**src/sfd_pkg.sv**
```systemverilog
package sfd_pkg;

  localparam logic [7:0] START_BYTE = 8'hFF;
  localparam logic [7:0] CENTI      = 8'd100;
  localparam logic [7:0] SIGN_NEG   = 8'd1;

  // frame byte positions; POS_IDLE waits for a start byte
  localparam logic [3:0] POS_IDLE    = 4'd0;
  localparam logic [3:0] POS_CONC_HI = 4'd4;
  localparam logic [3:0] POS_CONC_LO = 4'd5;
  localparam logic [3:0] POS_SIGN    = 4'd8;
  localparam logic [3:0] POS_T_WHOLE = 4'd9;
  localparam logic [3:0] POS_T_FRAC  = 4'd10;
  localparam logic [3:0] POS_H_WHOLE = 4'd11;
  localparam logic [3:0] POS_H_FRAC  = 4'd12;
  localparam logic [3:0] POS_CHECK   = 4'd13;

  localparam int unsigned QUEUE_DEPTH = 4;
  localparam int unsigned QPTR_W      = $clog2(QUEUE_DEPTH);

  localparam int unsigned OUT_DATA_W = 48;

  // one finished frame, as handed from front to back
  typedef struct packed {
    logic        ok;
    logic [15:0] conc;
    logic        temp_neg;
    logic [7:0]  temp_whole;
    logic [7:0]  temp_frac;
    logic [7:0]  hum_whole;
    logic [7:0]  hum_frac;
  } frame_rec_t;

  typedef struct packed {
    logic full;
    logic empty;
  } queue_stat_t;

endpackage

```
**src/sfd_front.sv**
```systemverilog
module sfd_front (
  input  logic                clk,
  input  logic                rst_n,
  input  logic                in_tvalid,
  output logic                in_tready,
  input  logic [7:0]          in_tdata,
  input  sfd_pkg::queue_stat_t q_stat,
  output logic                push,
  output sfd_pkg::frame_rec_t push_rec
);
  import sfd_pkg::*;

  logic [3:0] pos_r, pos_nxt;
  logic [7:0] sum_r, sum_nxt;
  logic [7:0] conc_hi_r, conc_lo_r, t_whole_r, t_frac_r, h_whole_r, h_frac_r;
  logic       t_neg_r;
  logic       accept;
  logic       in_frame;
  logic [7:0] expect_sum;

  assign in_tready  = !q_stat.full;
  assign accept     = in_tvalid && in_tready;
  assign in_frame   = (pos_r != POS_IDLE) && (pos_r <= POS_CHECK);
  assign expect_sum = 8'(8'd0 - sum_r);

  always_comb begin
    pos_nxt = pos_r;
    sum_nxt = sum_r;
    push    = 1'b0;
    if (accept) begin
      priority if (!in_frame) begin
        sum_nxt = 8'd0;
        pos_nxt = (in_tdata == START_BYTE) ? 4'd1 : POS_IDLE;
      end else if (pos_r == POS_CHECK) begin
        push    = 1'b1;
        pos_nxt = POS_IDLE;
        sum_nxt = 8'd0;
      end else begin
        sum_nxt = 8'(sum_r + in_tdata);
        pos_nxt = 4'(pos_r + 4'd1);
      end
    end
  end

  assign push_rec.ok         = (expect_sum == in_tdata);
  assign push_rec.conc       = {conc_hi_r, conc_lo_r};
  assign push_rec.temp_neg   = t_neg_r;
  assign push_rec.temp_whole = t_whole_r;
  assign push_rec.temp_frac  = t_frac_r;
  assign push_rec.hum_whole  = h_whole_r;
  assign push_rec.hum_frac   = h_frac_r;

  always_ff @(posedge clk) begin
    if (!rst_n) begin
      pos_r     <= POS_IDLE;
      sum_r     <= 8'd0;
      conc_hi_r <= 8'd0;
      conc_lo_r <= 8'd0;
      t_neg_r   <= 1'b0;
      t_whole_r <= 8'd0;
      t_frac_r  <= 8'd0;
      h_whole_r <= 8'd0;
      h_frac_r  <= 8'd0;
    end else begin
      pos_r <= pos_nxt;
      sum_r <= sum_nxt;
      if (accept && in_frame) begin
        unique case (pos_r)
          POS_CONC_HI: conc_hi_r <= in_tdata;
          POS_CONC_LO: conc_lo_r <= in_tdata;
          POS_SIGN:    t_neg_r   <= (in_tdata == SIGN_NEG);
          POS_T_WHOLE: t_whole_r <= in_tdata;
          POS_T_FRAC:  t_frac_r  <= in_tdata;
          POS_H_WHOLE: h_whole_r <= in_tdata;
          POS_H_FRAC:  h_frac_r  <= in_tdata;
          default: ;
        endcase
      end
    end
  end

endmodule

```
**src/sfd_queue.sv**
```systemverilog
module sfd_queue (
  input  logic                 clk,
  input  logic                 rst_n,
  input  logic                 push,
  input  sfd_pkg::frame_rec_t  push_rec,
  input  logic                 pop,
  output sfd_pkg::frame_rec_t  head_rec,
  output sfd_pkg::queue_stat_t q_stat
);
  import sfd_pkg::*;

  frame_rec_t        mem_r [QUEUE_DEPTH];
  logic [QPTR_W-1:0] wr_ptr_r, rd_ptr_r;
  logic [QPTR_W:0]   cnt_r;
  logic              do_push, do_pop;

  assign q_stat.full  = (cnt_r == (QPTR_W+1)'(QUEUE_DEPTH));
  assign q_stat.empty = (cnt_r == '0);
  assign do_push      = push && !q_stat.full;
  assign do_pop       = pop && !q_stat.empty;
  assign head_rec     = mem_r[rd_ptr_r];

  always_ff @(posedge clk) begin
    if (do_push) mem_r[wr_ptr_r] <= push_rec;
  end

  always_ff @(posedge clk) begin
    if (!rst_n) begin
      wr_ptr_r <= '0;
      rd_ptr_r <= '0;
      cnt_r    <= '0;
    end else begin
      if (do_push) wr_ptr_r <= QPTR_W'(wr_ptr_r + 1'b1);
      if (do_pop)  rd_ptr_r <= QPTR_W'(rd_ptr_r + 1'b1);
      unique case ({do_push, do_pop})
        2'b10:   cnt_r <= (QPTR_W+1)'(cnt_r + 1'b1);
        2'b01:   cnt_r <= (QPTR_W+1)'(cnt_r - 1'b1);
        default: cnt_r <= cnt_r;
      endcase
    end
  end

endmodule

```
**src/sfd_back.sv**
```systemverilog
module sfd_back (
  input  logic                 clk,
  input  logic                 rst_n,
  input  sfd_pkg::frame_rec_t  head_rec,
  input  sfd_pkg::queue_stat_t q_stat,
  output logic                 pop,
  output logic                 out_tvalid,
  input  logic                 out_tready,
  output logic [sfd_pkg::OUT_DATA_W-1:0] out_tdata,
  output logic                 out_tuser
);
  import sfd_pkg::*;

  logic        valid_r;
  logic [15:0] conc_r, temp_r;
  logic [14:0] hum_r;
  logic        ok_r;
  logic        load;
  logic [14:0] t_mag, h_val;
  logic [15:0] temp_val;

  assign load = !q_stat.empty && (!valid_r || out_tready);
  assign pop  = load;

  // whole * 100 + fraction; fraction above 99 is added as is
  assign t_mag    = 15'(head_rec.temp_whole) * 15'(CENTI) + 15'(head_rec.temp_frac);
  assign h_val    = 15'(head_rec.hum_whole) * 15'(CENTI) + 15'(head_rec.hum_frac);
  assign temp_val = head_rec.temp_neg ? 16'(16'd0 - {1'b0, t_mag}) : {1'b0, t_mag};

  always_ff @(posedge clk) begin
    if (!rst_n) begin
      valid_r <= 1'b0;
    end else if (load) begin
      valid_r <= 1'b1;
    end else if (out_tready) begin
      valid_r <= 1'b0;
    end
  end

  // bad frames report zero values
  always_ff @(posedge clk) begin
    if (load) begin
      ok_r   <= head_rec.ok;
      conc_r <= head_rec.ok ? head_rec.conc : 16'd0;
      temp_r <= head_rec.ok ? temp_val : 16'd0;
      hum_r  <= head_rec.ok ? h_val : 15'd0;
    end
  end

  assign out_tvalid = valid_r;
  assign out_tuser  = ok_r;
  assign out_tdata  = {1'b0, hum_r, temp_r, conc_r};

endmodule

```
**src/sensor_frame_deframer.sv**
```systemverilog
// Sensor frame deframer: takes one received serial byte per word and
// accepts a word on every clock unless the queue is full. Bytes are dropped
// until a 0xFF start byte, then a 14-byte frame is collected; its last byte
// yields one result word, through the queue into the output register. A
// short queue of four finished frames sits between the byte framer and the
// output stage, so input stalls only when that queue is full because the
// output side is held off. out_tuser is the checksum-good flag; for a bad
// frame the value fields read zero. Temperature is signed hundredths,
// negated when the sign byte is 1; humidity is unsigned hundredths.
module sensor_frame_deframer (
  input  logic        clk,
  input  logic        rst_n,
  input  logic        in_tvalid,
  output logic        in_tready,
  input  logic [7:0]  in_tdata,   // [7:0] rx_byte
  output logic        out_tvalid,
  input  logic        out_tready,
  output logic [47:0] out_tdata,  // [15:0] formaldehyde_ppb, [31:16] temperature_centi,
                                  // [46:32] humidity_centi, [47] zero
  output logic        out_tuser   // [0] checksum_ok
);
  import sfd_pkg::*;

  queue_stat_t q_stat;
  frame_rec_t  push_rec, head_rec;
  logic        push, pop;

  sfd_front u_front (
    .clk       (clk),
    .rst_n     (rst_n),
    .in_tvalid (in_tvalid),
    .in_tready (in_tready),
    .in_tdata  (in_tdata),
    .q_stat    (q_stat),
    .push      (push),
    .push_rec  (push_rec)
  );

  sfd_queue u_queue (
    .clk      (clk),
    .rst_n    (rst_n),
    .push     (push),
    .push_rec (push_rec),
    .pop      (pop),
    .head_rec (head_rec),
    .q_stat   (q_stat)
  );

  sfd_back u_back (
    .clk        (clk),
    .rst_n      (rst_n),
    .head_rec   (head_rec),
    .q_stat     (q_stat),
    .pop        (pop),
    .out_tvalid (out_tvalid),
    .out_tready (out_tready),
    .out_tdata  (out_tdata),
    .out_tuser  (out_tuser)
  );

endmodule

```
**config.mk**
```make
export PLATFORM = sky130hd
export DESIGN_NAME = sensor_frame_deframer
export DESIGN_NICKNAME = d
export VERILOG_FILES = /design/src/sfd_pkg.sv /design/src/sfd_front.sv /design/src/sfd_queue.sv /design/src/sfd_back.sv /design/src/sensor_frame_deframer.sv
export SDC_FILE = /design/constraint.sdc
export NUM_CORES = 1
export LEC_CHECK = 0
export ABC_AREA = 1
export BUFFER_PORTS_ARGS = -buffer_cell sky130_fd_sc_hd__buf_2
export CAP_MARGIN = 20
export CORE_ASPECT_RATIO = 2
export CORE_MARGIN = 5
export CORE_UTILIZATION = 60
export CTS_BUF_LIST = sky130_fd_sc_hd__clkbuf_16
export DETAILED_ROUTE_END_ITERATION = 10
export PLACE_DENSITY = 0.78
export SLEW_MARGIN = 15
export SYNTH_ARGS = -nofsm -noshare
export SYNTH_HDL_FRONTEND = slang
export SYNTH_SLANG_ARGS = --single-unit
```
**constraint.sdc**
```tcl
create_clock -name clk -period 10.7 [get_ports clk]
set_input_delay 2.14 -clock clk [delete_from_list [all_inputs] [get_ports clk]]
set_output_delay 2.14 -clock clk [all_outputs]
set_load 0.01 [all_outputs]
```
Word-level counts from Yosys, hierarchy flattened
Memories as Yosys holds them, arrays and structs flattened. A register that Yosys moved wholly into a read port is not among the register bits.
Index checks and enable logic that the tools add are counted.

word-level totals
  bits in registers = 117
  memories = 1
  logic and storage cells = 84
  RAM bits = 200

memories
  memory         words  width  read ports  clocked after memory_dff  write ports  line             source
  u_queue.mem_r  4      50     1           1                         1            sfd_queue.sv:12  frame_rec_t mem_r [QUEUE_DEPTH];

cells by class
  multiplexer cells = 16
  add/sub/neg operators = 10
  equality and inequality tests = 14
  reductions and logical operators = 22
  order comparisons = 1
  multipliers = 2

operator list
  kind                                                 count
  adder 15 x 8 -> 15 bit                               2
  multiplier 8 x 5 -> 13 bit, second input constant    2
  equality test 4 bit, second input constant           6
  2-to-1 mux 8 bit                                     2
  AND reduction 2 bit                                  8
  subtractor 1 x 15 -> 16 bit, first input constant    1
  2-to-1 mux 15 bit                                    1
  adder 8 bit                                          1
  equality test 4 x 3 -> 1 bit, second input constant  2
  equality test 8 x 1 -> 1 bit, second input constant  1
  equality test 8 bit                                  1
  equality test 8 bit, second input constant           1
  2-to-1 mux 1 bit                                     8
  2-to-1 mux 4 bit                                     2
  subtractor 1 x 8 -> 8 bit, first input constant      1
  logical AND 1 bit                                    6
  case mux 3 bit (2 select lines)                      1
  adder 2 x 1 -> 2 bit, second input constant          2
  adder 4 x 1 -> 4 bit, second input constant          1
  <= comparator 4 bit, second input constant           1
  2-to-1 mux 2 bit                                     2
  nonzero test 2 bit                                   2
  nonzero test 4 bit                                   1
  adder 3 x 1 -> 3 bit, second input constant          1
  other kinds (7)                                      9

Depth between registers and ports, before layout
Gate-level depths: netlist of run 1.

  depth after elaboration = 7
  mapped depth = 28
  mapped depth without buffers = 25

Modules after synthesis
Synthesis of run 1 repeated with hierarchy kept, for this count alone.

unflattened totals
  cell total of the unflattened synthesis = 1,463
  area, all modules = 15,233.4 um2

modules (own cells, without submodules)
  module     sequential area each (um2)  area each (um2)  instances  cells each
  sfd_queue  6,185.9                     8,037.7          1          553
  sfd_back   1,461.4                     4,307.9          1          513
  sfd_front  1,221.2                     2,887.8          1          397

Least setup slack after synthesis of run 1
OpenSTA, ideal clock, no wires.

  path kind = input-to-reg
  start point = input port out_tready
  end point = register u_queue.cnt_r[2]
  setup slack = 4.500 ns
  setup time = 0.122 ns
  data required time = 10.578 ns
  arrival = 6.078 ns
  stages on the path = 9
  cell sequence = nor2_1 -> a31oi_1 -> ha_1 -> inv_1 -> fa_1 -> a21oi_1 -> o21ai_0 -> o21ai_0 -> a21oi_1

on the way
  word-level cells in the longest chain between the ends = 5
  elaborated cells on any way between the ends = 7
  those cells by class = 2 x eq/ne; 1 x mux; 4 x reduce/logical

ends and longest elaborated chain
  what                                                                   line                         source
  from (decl)                                                            sensor_frame_deframer.sv:17  input logic out_tready,
  logical OR 1 bit *                                                     sfd_back.sv:22               assign load = !q_stat.empty && (!valid_r || out_tready);
  logical AND 1 bit *                                                    sfd_back.sv:22
  net pop                                                                sensor_frame_deframer.sv:26  logic push, pop;
  logical AND 1 bit *                                                    sfd_queue.sv:20              assign do_pop = pop && !q_stat.empty;
  equality test 2 x 1 -> 1 bit or equality test 2 bit (tied branches)    sfd_queue.sv:35              unique case ({do_push, do_pop})
  case mux 3 bit (2 select lines) or nonzero test 2 bit (tied branches)  --
  to (signal assigned)                                                   sfd_queue.sv:36              2'b10: cnt_r <= (QPTR_W+1)'(cnt_r + 1'b1);
  to (signal assigned)                                                   sfd_queue.sv:37              2'b01: cnt_r <= (QPTR_W+1)'(cnt_r - 1'b1);
  to (signal assigned)                                                   sfd_queue.sv:38              default: cnt_r <= cnt_r;
  to (decl)                                                              sfd_queue.sv:14              logic [QPTR_W:0] cnt_r;

The timed path passes the listed nets; every way through them passes the cells marked *.
A chain may end at the register's enable or synchronous reset.

==> results of run 1 <==
==> placed cells by master, fill, tap and decap left out, drive strengths merged, types with 2 or more instances in the layout <==
master and count:
a31oi 5, a32oi 9, or2 3, nand4 14
o21a 6, inv 168, nand3 64, fa 10
clkinv 9, xnor2 5, ha 82, a21oi 114
clkbuf 28, nor3 17, nand2 225, dfxtp 71
nor2 158, o21ai 135, edfxtp 248, buf 72
o22ai 40, nand3b 3, xor2 17, o211ai 2
nor4 5
==> per-layer routing <==
layer | share of wire [%] | vias to the layer above
met4 | 4.3 | 0
met3 | 5.1 | 98
met2 | 55 | 346
met1 | 36 | 5153
li1 | - | 5127
met5 | 0 | -
==> final cells by class <==
class,count,share of cell area [%]
well taps,332,2.54
flip-flops and latches,319,54.3
clock buffers,28,4.29
clock inverters,22,0.880
multi-input cells,921,32.1
inverters,155,3.56
repair buffers,72,2.37
==> worst max-delay path, stage by stage, from the launching register on <==
cell and delay, ns:
dfxtp_2 0.52, inv_2 0.77, buf_4 0.54, o21ai_0 0.14
o22ai_1 0.40, ha_1 0.33, ha_1 0.30, ha_1 0.31
inv_1 0.06, fa_1 0.53, inv_1 0.04, ha_1 0.37
nand2_1 0.11, nor2_1 0.10, nand2_1 0.06, nand3_1 0.10
xor2_1 0.32, nand3b_1 0.17, nor2_2 0.13, nand3_1 0.12
nor2_1 0.13, a21oi_1 0.08
==> report_power, final <==
part / internal (mW) / leakage, nW / switching [mW] / total (mW)
clock: 0.486 / 0.444 / 0.443 / 0.928
combinational: 0.629 / 3.24 / 1.27 / 1.90
sequential: 1.49 / 3.05 / 0.0440 / 1.54
==> kinds of logic (layout without fill, tap and decap cells) <==
group	count (synthesis)	count (layout)	share of synthesized area, %
simple gates	490	490	13.8
flops	319	319	59.7
compound gates	316	316	11.5
buf+inv	208	277	5.38
fa+ha+maj	92	92	8.25
xor+xnor	22	22	1.30
other cells	1	1	0.0252
==> worst paths after layout <==
kind / slack, ns / start / end
worst max-delay path: 4.77 / register / u_back.temp_r[15]
worst min-delay path: 0.47 / u_queue.rd_ptr_r[1] / register
worst max register to register: 4.77 / register / u_back.temp_r[15]
worst min register to register: 0.47 / u_queue.rd_ptr_r[1] / register
==> state kept, by name, summed over array words and instances (netlist names), 15 cells and up, named ones only <==
register / count
u_back.hum_r: 15
u_queue.mem_r: 200
u_back.conc_r: 16
u_back.temp_r: 16
==> through the flow <==
| stage | instance area (um^2) | power [mW] | instances | hold WS, ns | worst slack, ns |
|---|---|---|---|---|---|
| 2_1_floorplan | 14900 | 2.97 | 1448 | 0.436 | 4.50 |
| 3_3_place_gp | 15500 | 3.39 | 1799 | 0.462 | 5.02 |
| 3_5_place_dp | 15500 | 3.45 | 1799 | 0.461 | 4.82 |
| 4_1_cts | 16300 | 4.38 | 1849 | 0.471 | 4.81 |
| 5_1_grt | 16300 | 4.71 | 1849 | 0.497 | 4.23 |
| 6_report | 16300 | 4.37 | 1849 | 0.472 | 4.77 |
==> flow_metrics.py, run 1 <==
metrics = {
    "logic_synthesis": {
        "yosysTopAreaCell": "edfxtp_1",
        "synth_nets": 1552,
        "yosys-top-cells-count": "edfxtp_1, nand2_1, nor2_1, inv_1, o21ai_0",
        "ys_ff_latch": 319,
        "yosysSeqAreaShare_pct": 59.7,
        "synth.area.top_cells": "edfxtp_1, dfxtp_1, ha_1",
        "syn_inst": 1448,
        "async_flop_share_pct": 0,
        "yosys_warnings": 0,
        "synth.distinct_cells": 42,
        "synth.most_common_cell": "edfxtp_1",
        "syn_area_um2": 14900,
        "synth_top_area_share_pct": 50.1,
        "synth-edff-count": 248,
        "postSynthAreaPerCell_um2": 10.3,
        "dominantRegCellSynth": "edfxtp_1",
    },
    "sta": {
        "fin_skew_ns": 0.0177,
        "relSlewSlack_pct": 33.4,
        "rsz0062_at_grt": "false",
        "timing.final.crit_share_pct": 55.4,
        "slew_viol_final": 0,
        "clock.fmax_ghz": 0.169,
        "setup_viol_count_final": 0,
        "tightest_slew_ns": 0.994,
        "fin_crit_ns": 5.93,
        "fin_setup_tns_ns": 0,
        "hold_viol": 0,
    },
    "cells_and_area": {
        "finalCoreUtilization_pct": 66.9,
        "syn_to_final_growth_pct": 10.0,
        "fin_nets": 1600,
        "multi_input_area_um2": 5250,
        "nFillCells": 1829,
        "drive_above_1_share_pct": 9.23,
        "area.sequential_um2": 8870,
        "diodes": 0,
    },
    "drt": {
        "wl_um": 32200,
        "vias": 10700,
        "drtPass1Iterations": 8,
        "route.detailed.drc": 0,
        "drt-initial-drc-count": 843,
        "drtAntennaViolNets": 0,
        "wl_per_cell_um": 17.4,
        "via_per_inst": 5.80,
    },
    "clocking": {
        "h-tree-depth": 1,
        "post_cts_buffers": 0,
        "ctsLongestPathBuffers": 3,
        "cts_resized": 0,
        "clkTransAtPathRegs_ns": 0.07,
        "cts_root_buf": "clkbuf_16",
        "cts_buffers": 27,
        "insertion_delay_ns": 0.57,
        "holdBufCountCts": 0,
        "clock-sinks": 319,
        "cts_tree": "yes",
    },
    "worst_hold_path": {
        "hold_depth": 2,
        "hold_path_class": "reg -> reg",
    },
    "global_route": {
        "met1_usage_pct": 25.0,
        "grt_first_pass_wirelength_um": 52300,
        "antenna_found_initial": 0,
        "grt_max_degree": 67,
        "first_global_vias": 10800,
        "grt.total_usage_pct": 23.2,
        "grtUsageMet3_pct": 2.63,
        "grt_util_met2_pct": 44.2,
        "grt_overflow": 0,
        "busiest_layer": "met2",
    },
    "setup_path": {
        "crit_arrival_ns": 6.23,
        "end_kind": "register",
        "worstPathMaxFanout": 55,
        "startpoint_type": "register",
        "required_ns": 11.00,
        "reg2reg_depth": 21,
        "critPathKind": "reg -> reg",
    },
    "floorplanning": {
        "fp.dieArea_um2": 28200,
        "rows": 81,
        "fp.dieW_um": 121,
        "core_um2": 24400,
        "io_pins": 63,
        "start_util_pct": 60.8,
        "die_h_um": 233,
    },
    "power": {
        "vdd_drop_max_v": 0.000358,
        "cellPowerDensity_nw_per_um2": 267,
        "leakagePower_nw": 6.73,
    },
    "job": {
        "drv_cap": 0,
    },
    "placement": {
        "place.gp.congestion": 0.880,
        "portBuffers": 61,
        "hpwl_um": 21000,
    },
    "status": {
        "outcome": "complete, no violations",
    },
}
No activity file was read; power rests on OpenSTA's default activity.
==> run 2: changes to the inputs <==
ABC_AREA = 0   (was 1)
CORE_UTILIZATION = 56   (was 60)
PLACE_DENSITY = 0.76   (was 0.78)
clock period = 5 ns   (was 10.7 ns; I/O delays follow)
==> run 2 against run 1 <==
Cell count is 21% lower. Die area up 6.4%. Sequential share of layout area decreased by 0.47 points. Clock power grew 120%. Hold slack better by 0.030 ns.
==> flow_metrics.py, run 2 <==
metrics = {
    "drt": {
        "drtAntennaViolNets": 0,
        "wl_per_cell_um": 19.0,
        "via_per_inst": 5.65,
        "route.detailed.drc": 0,
        "drtPass1Iterations": 5,
        "drt-initial-drc-count": 456,
        "vias": 8215,
        "wl_um": 27700,
    },
    "cells_and_area": {
        "top_register": "u_queue.mem_r",
        "final_cells": 1454,
        "final_area_um2": 16500,
        "diodes": 0,
        "finalCoreUtilization_pct": 63.0,
        "largest_register_ffs": 200,
        "syn_to_final_growth_pct": 11.4,
        "fin_nets": 1194,
        "top_regs": "u_queue.mem_r: 200 flops, u_back.conc_r: 16 flops, u_back.temp_r: 16 flops",
        "drive_above_1_share_pct": 18.6,
        "final_common_cell": "edfxtp_1",
        "layout_common_cells": "edfxtp_1, ha_1, dfxtp_1",
    },
    "logic_synthesis": {
        "postSynthAreaPerCell_um2": 14.4,
        "syn_area_um2": 14800,
        "synth.distinct_cells": 69,
        "syn_inst": 1026,
        "yosys_warnings": 0,
        "ys_ff_latch": 319,
        "synth_top_area_share_pct": 50.3,
        "dominantRegCellSynth": "edfxtp_1",
        "synth.area.top_cells": "edfxtp_1, dfxtp_1, mux4_2",
        "yosys-top-cells-count": "edfxtp_1, ha_1, dfxtp_1, nor2b_1, mux2i_1",
        "yosysTopAreaCell": "edfxtp_1",
        "yosysSeqAreaShare_pct": 59.9,
        "synth_nets": 1130,
        "async_flop_share_pct": 0,
        "synth.most_common_cell": "edfxtp_1",
        "synth-edff-count": 248,
    },
    "placement": {
        "placed_cells": 1405,
        "hpwl_um": 18500,
        "place.gp.congestion": 0.851,
        "placed_area_um2": 15600,
        "post-place-ws_ns": 0.229,
        "portBuffers": 61,
    },
    "floorplanning": {
        "core_um2": 26200,
        "rows": 84,
        "fp.dieW_um": 125,
        "start_util_pct": 56.6,
        "io_pins": 63,
        "fp.dieArea_um2": 30000,
        "die_h_um": 240,
    },
    "sta": {
        "relSlewSlack_pct": 25.8,
        "setup_slack_ns": 0.242,
        "rsz0062_at_grt": "false",
        "slew_viol_final": 0,
        "hold_viol": 0,
        "tightest_slew_ns": 1.11,
        "clock.fmax_ghz": 0.210,
        "fin_skew_ns": 0.0151,
        "timing.final.crit_share_pct": 95.2,
        "setup_viol_count_final": 0,
        "fin_crit_ns": 4.76,
    },
    "power": {
        "combPwrFrac_pct": 15.7,
        "p_seq_share_pct": 51.0,
        "clock_power_share_pct": 33.3,
        "p_sw_share_pct": 25.2,
        "leakagePower_nw": 5.69,
        "finalPower_mw": 6.26,
        "p_int_mw": 4.68,
        "power.net_switching_mw": 1.58,
        "cellPowerDensity_nw_per_um2": 380,
        "vdd_drop_max_v": 0.000441,
    },
    "setup_path": {
        "reg2reg_slack_ns": 0.24,
        "worst_path_max_delay_cell": "or4b_2",
        "critPathKind": "reg -> reg",
        "path_cells": "mux4_2 > ha_1 > ha_1 > ha_1 > inv_1 > fa_1 > inv_1 > ha_1 > o21ai_0 > nand2b_1 > o311a_4 > nand3_1 > or4b_2 > a21oi_2 > or4_1 > nand2_1",
        "cpMostUsedCell": "ha_1",
        "cp_top_family": "adder cells",
        "critPathBufInv": 2,
        "required_ns": 5.29,
        "worstPathMaxFanout": 7,
        "crit_arrival_ns": 5.05,
        "cpPeakStageDelay_ns": 0.65,
        "startpoint_type": "register",
        "end_kind": "register",
    },
    "clocking": {
        "clock-sinks": 319,
        "ctsLongestPathBuffers": 3,
        "cts_root_buf": "clkbuf_16",
        "clkTransAtPathRegs_ns": 0.07,
        "cts_resized": 0,
        "post_cts_buffers": 0,
        "h-tree-depth": 1,
        "holdBufCountCts": 0,
        "cts_buffers": 26,
        "insertion_delay_ns": 0.55,
        "cts_tree": "yes",
    },
    "global_route": {
        "first_global_vias": 8690,
        "grt_overflow": 0,
        "antenna_found_initial": 0,
        "grt.total_usage_pct": 18.9,
        "grt_max_degree": 51,
        "grt_first_pass_wirelength_um": 45100,
    },
    "job": {
        "drv_cap": 0,
    },
    "worst_hold_path": {
        "hold_path_class": "reg -> reg",
    },
    "status": {
        "outcome": "complete, no violations",
    },
}
run 2: cell families (layout without fill, tap and decap cells):
logic type / count (synthesis) / count (layout) / synth area share, %
AO/OA/AOI/OAI: 106 / 106 / 4.88
XOR/XNOR: 62 / 62 / 3.89
adder cells (fa/ha/maj): 92 / 92 / 8.28
buffers and inverters: 94 / 178 / 2.49
flip-flops: 319 / 319 / 59.9
multiplexers: 105 / 105 / 11.3
other: 1 / 1 / 0.0253
AND/OR/NAND/NOR: 247 / 247 / 9.28
run 2: worst min-delay path, delay by kind of cell, from the launching register on:
family	cells	cell delay, ns
AOI/OAI and AO/OA	1	0.07
DFF	1	0.33
and+or+nand+nor	1	0.06
run 2: per-layer routing:
layer	up-vias	part of all wire, %	track usage [%]
met5	-	0	0
met4	0	2.1	5.36
met3	38	4.0	2.31
met2	155	57	38.2
met1	4097	36	20.4
li1	3925	-	-
run 2: power by group through the flow:
stage	combinational, mW	clock, mW	sequential [mW]
floorplan	0.531	0	3.36
global placement	0.998	0	3.25
detailed placement	1.01	0	3.25
CTS	1.01	2.12	3.20
global route	1.08	2.24	3.22
finish	0.983	2.08	3.19
run 2: stage by stage:
stage	TNS [ns]	hold slack, ns
4_1_cts	0	0.505
3_5_place_dp	0	0.490
5_1_grt	0	0.520
6_report	0	0.502
3_3_place_gp	0	0.469
2_1_floorplan	-0.0235	0.459
run 2: area by class of cell:
| class | count | area (um^2) |
|---|---|---|
| fill | 1906 | 9670 |
| sequential | 319 | 8870 |
| tap | 344 | 430 |
| multi-input combinational | 613 | 5610 |
| clock inverter | 22 | 233 |
| timing repair buffer | 79 | 507 |
| clock buffer | 26 | 651 |
| inverter | 51 | 194 |
run 2: path summary, 6_finish.rpt:
kind / startpoint / end / depth (start not counted)
max: register / u_back.temp_r[13] / 16
min: u_front.sum_r[7] / u_front.sum_r[7] / 2
max reg2reg: register / u_back.temp_r[13] / 16
min reg2reg: u_front.sum_r[7] / u_front.sum_r[7] / 2
==> run 3: changes to the inputs <==
--- a/config.mk
+++ b/config.mk
@@ -15,4 +15,5 @@
 export DETAILED_ROUTE_END_ITERATION = 10
 export PLACE_DENSITY = 0.76
+export SKIP_LAST_GASP = 1
 export SLEW_MARGIN = 15
 export SYNTH_ARGS = -nofsm -noshare
==> constraint.sdc (replaced) <==
create_clock -name clk -period 5 [get_ports clk]
set_input_delay 1.5 -clock clk [delete_from_list [all_inputs] [get_ports clk]]
set_output_delay 1.5 -clock clk [all_outputs]
set_load 0.01 [all_outputs]
==> run 3 against run 2 <==
Clock skew increased by 0.0054 ns. Power grew 1.1%. Clock power up 4%. Die area unchanged. Global-route usage shrank 0.11 points. Routed wire length increased by 0.57%. Hold slack worse by 0.011 ns. Combinational power hardly changed. Utilization rose by 0.15 points. Cell count is 0.14% higher. Sequential power is essentially flat. First-iteration DRC count fell by 18%. Critical path type unchanged. Critical endpoint unchanged.
==> flow_metrics.py, run 3 (synthesized netlist as in run 2, its figures left out) <==
metrics = {
    "sta": {
        "whs_ns": 0.491,
        "relSlewSlack_pct": 45.3,
        "rsz0062_at_grt": "false",
        "fin_skew_ns": 0.0205,
        "fin_setup_tns_ns": 0,
        "timing.final.crit_share_pct": 95.0,
        "fin_crit_ns": 4.75,
        "hold_viol": 0,
        "tightest_slew_ns": 0.820,
        "clock.fmax_ghz": 0.210,
        "setup_viol_count_final": 0,
        "slew_viol_final": 0,
    },
    "job": {
        "drv_cap": 0,
    },
    "floorplanning": {
        "start_util_pct": 56.6,
        "fp.dieW_um": 125,
        "rows": 84,
        "io_pins": 63,
        "fp.dieArea_um2": 30000,
        "die_h_um": 240,
        "core_um2": 26200,
    },
    "clocking": {
        "insertion_delay_ns": 0.55,
        "cts_tree": "yes",
        "h-tree-depth": 1,
        "cts_buffers": 26,
        "cts_root_buf": "clkbuf_16",
        "clkTransAtPathRegs_ns": 0.08,
        "ctsLongestPathBuffers": 3,
        "clock-sinks": 319,
    },
    "cells_and_area": {
        "top_regs": "u_queue.mem_r: 200 flops, u_back.conc_r: 16 flops, u_back.temp_r: 16 flops",
        "drive_above_1_share_pct": 18.6,
        "nFillCells": 1893,
        "diodes": 0,
        "layout_common_cells": "edfxtp_1, ha_1, dfxtp_1",
        "area.sequential_um2": 8870,
        "final_area_um2": 16500,
        "multi_input_area_um2": 5600,
        "top_register": "u_queue.mem_r",
        "finalCoreUtilization_pct": 63.2,
        "largest_register_ffs": 200,
        "final_cells": 1456,
        "fin_nets": 1196,
        "syn_to_final_growth_pct": 11.7,
        "final_common_cell": "edfxtp_1",
    },
    "global_route": {
        "grt_overflow": 0,
        "grt_max_degree": 71,
        "antenna_found_initial": 0,
        "grt.total_usage_pct": 18.8,
        "grt_first_pass_wirelength_um": 44900,
        "first_global_vias": 8734,
    },
    "drt": {
        "dr_wl_met2_um": 15700,
        "wl_um": 27900,
        "drt-initial-drc-count": 373,
        "drtAntennaViolNets": 0,
        "wl_met3_um": 1160,
        "drt-met1-wl_um": 10000,
        "route.detailed.drc": 0,
        "vias": 8295,
        "top_layer_used": "met4",
        "wl_per_cell_um": 19.1,
        "drtPass1Iterations": 5,
        "via_per_inst": 5.70,
    },
    "setup_path": {
        "worstPathMaxFanout": 7,
        "crit_arrival_ns": 5.05,
        "required_ns": 5.30,
        "end_kind": "register",
        "critPathKind": "reg -> reg",
        "startpoint_type": "register",
    },
    "placement": {
        "place.gp.congestion": 0.832,
        "hpwl_um": 18600,
        "placed_area_um2": 15600,
        "placed_cells": 1407,
        "portBuffers": 61,
    },
    "power": {
        "clock_power_share_pct": 34.0,
        "combPwrFrac_pct": 15.5,
        "p_seq_share_pct": 50.4,
        "p_int_mw": 4.74,
        "power.net_switching_mw": 1.59,
        "leakagePower_nw": 5.70,
        "p_sw_share_pct": 25.2,
        "cellPowerDensity_nw_per_um2": 383,
        "vdd_drop_max_v": 0.000390,
    },
    "worst_hold_path": {
        "hold_path_class": "reg -> reg",
    },
    "status": {
        "outcome": "complete, no violations",
    },
}
run 3: cell count changes in the layout (fill, tap and decap cells not counted), sizes merged:
cell and change:
buf +2, clkinvlp +1, bufinv +1, inv -2
run 3: path summary, 6_finish.rpt:
check / start / endpoint / slack [ns] / cells past startpoint
min: u_front.t_whole_r[7] / u_queue.mem_r[2][31] / 0.49 / 0
min reg2reg: u_front.t_whole_r[7] / u_queue.mem_r[2][31] / 0.49 / 0
max: register / u_back.temp_r[13] / 0.25 / 16
max reg2reg: register / u_back.temp_r[13] / 0.25 / 16
run 3: critical path: stages (launching register included):
cell	delay (ns)
dfxtp_4	0.39
mux4_2	0.57
ha_1	0.30
ha_1	0.30
ha_1	0.31
inv_1	0.07
fa_1	0.54
inv_1	0.04
ha_1	0.37
o21ai_0	0.11
nand2b_1	0.10
o311a_1	0.27
nand3_1	0.16
or4b_2	0.64
a21oi_2	0.18
or4_1	0.13
nand2_1	0.04
run 3: power groups by stage:
stage          Clock [mW]  Combinational, mW  Sequential (mW)
4_1_cts              2.19               1.02             3.20
3_3_place_gp            0              0.992             3.25
3_5_place_dp            0               1.01             3.25
5_1_grt              2.30               1.08             3.22
2_1_floorplan           0              0.533             3.36
6_report             2.16              0.982             3.19
run 3: repair_timing:
action	CTS	global route
gates resized for setup	0	2
setup buffers	0	0
hold endpoints to repair	0	0
hold buffers	0	0
setup endpoints to repair	0	3
run 3: layout make-up:
type / count / share of cell area [%]
sequential: 319 / 53.7
multi-input combinational: 613 / 33.9
clock buffer: 26 / 3.93
timing repair buffer: 81 / 3.16
tap: 344 / 2.60
clock inverter: 22 / 1.61
inverter: 51 / 1.17
run 3: layer usage:
metal / vias up / GRT usage [%]
li1: 3924 / -
met1: 4127 / 20.0
met2: 178 / 37.2
met3: 66 / 2.36
met4: 0 / 7.53
met5: - / 0
run 3: metrics by stage:
step,worst slack [ns],total power [mW]
after floorplan,0.0650,3.89
after global placement,0.262,4.24
final,0.249,6.33
after detailed placement,0.205,4.26
after global routing,0.0328,6.60
after CTS,0.206,6.40
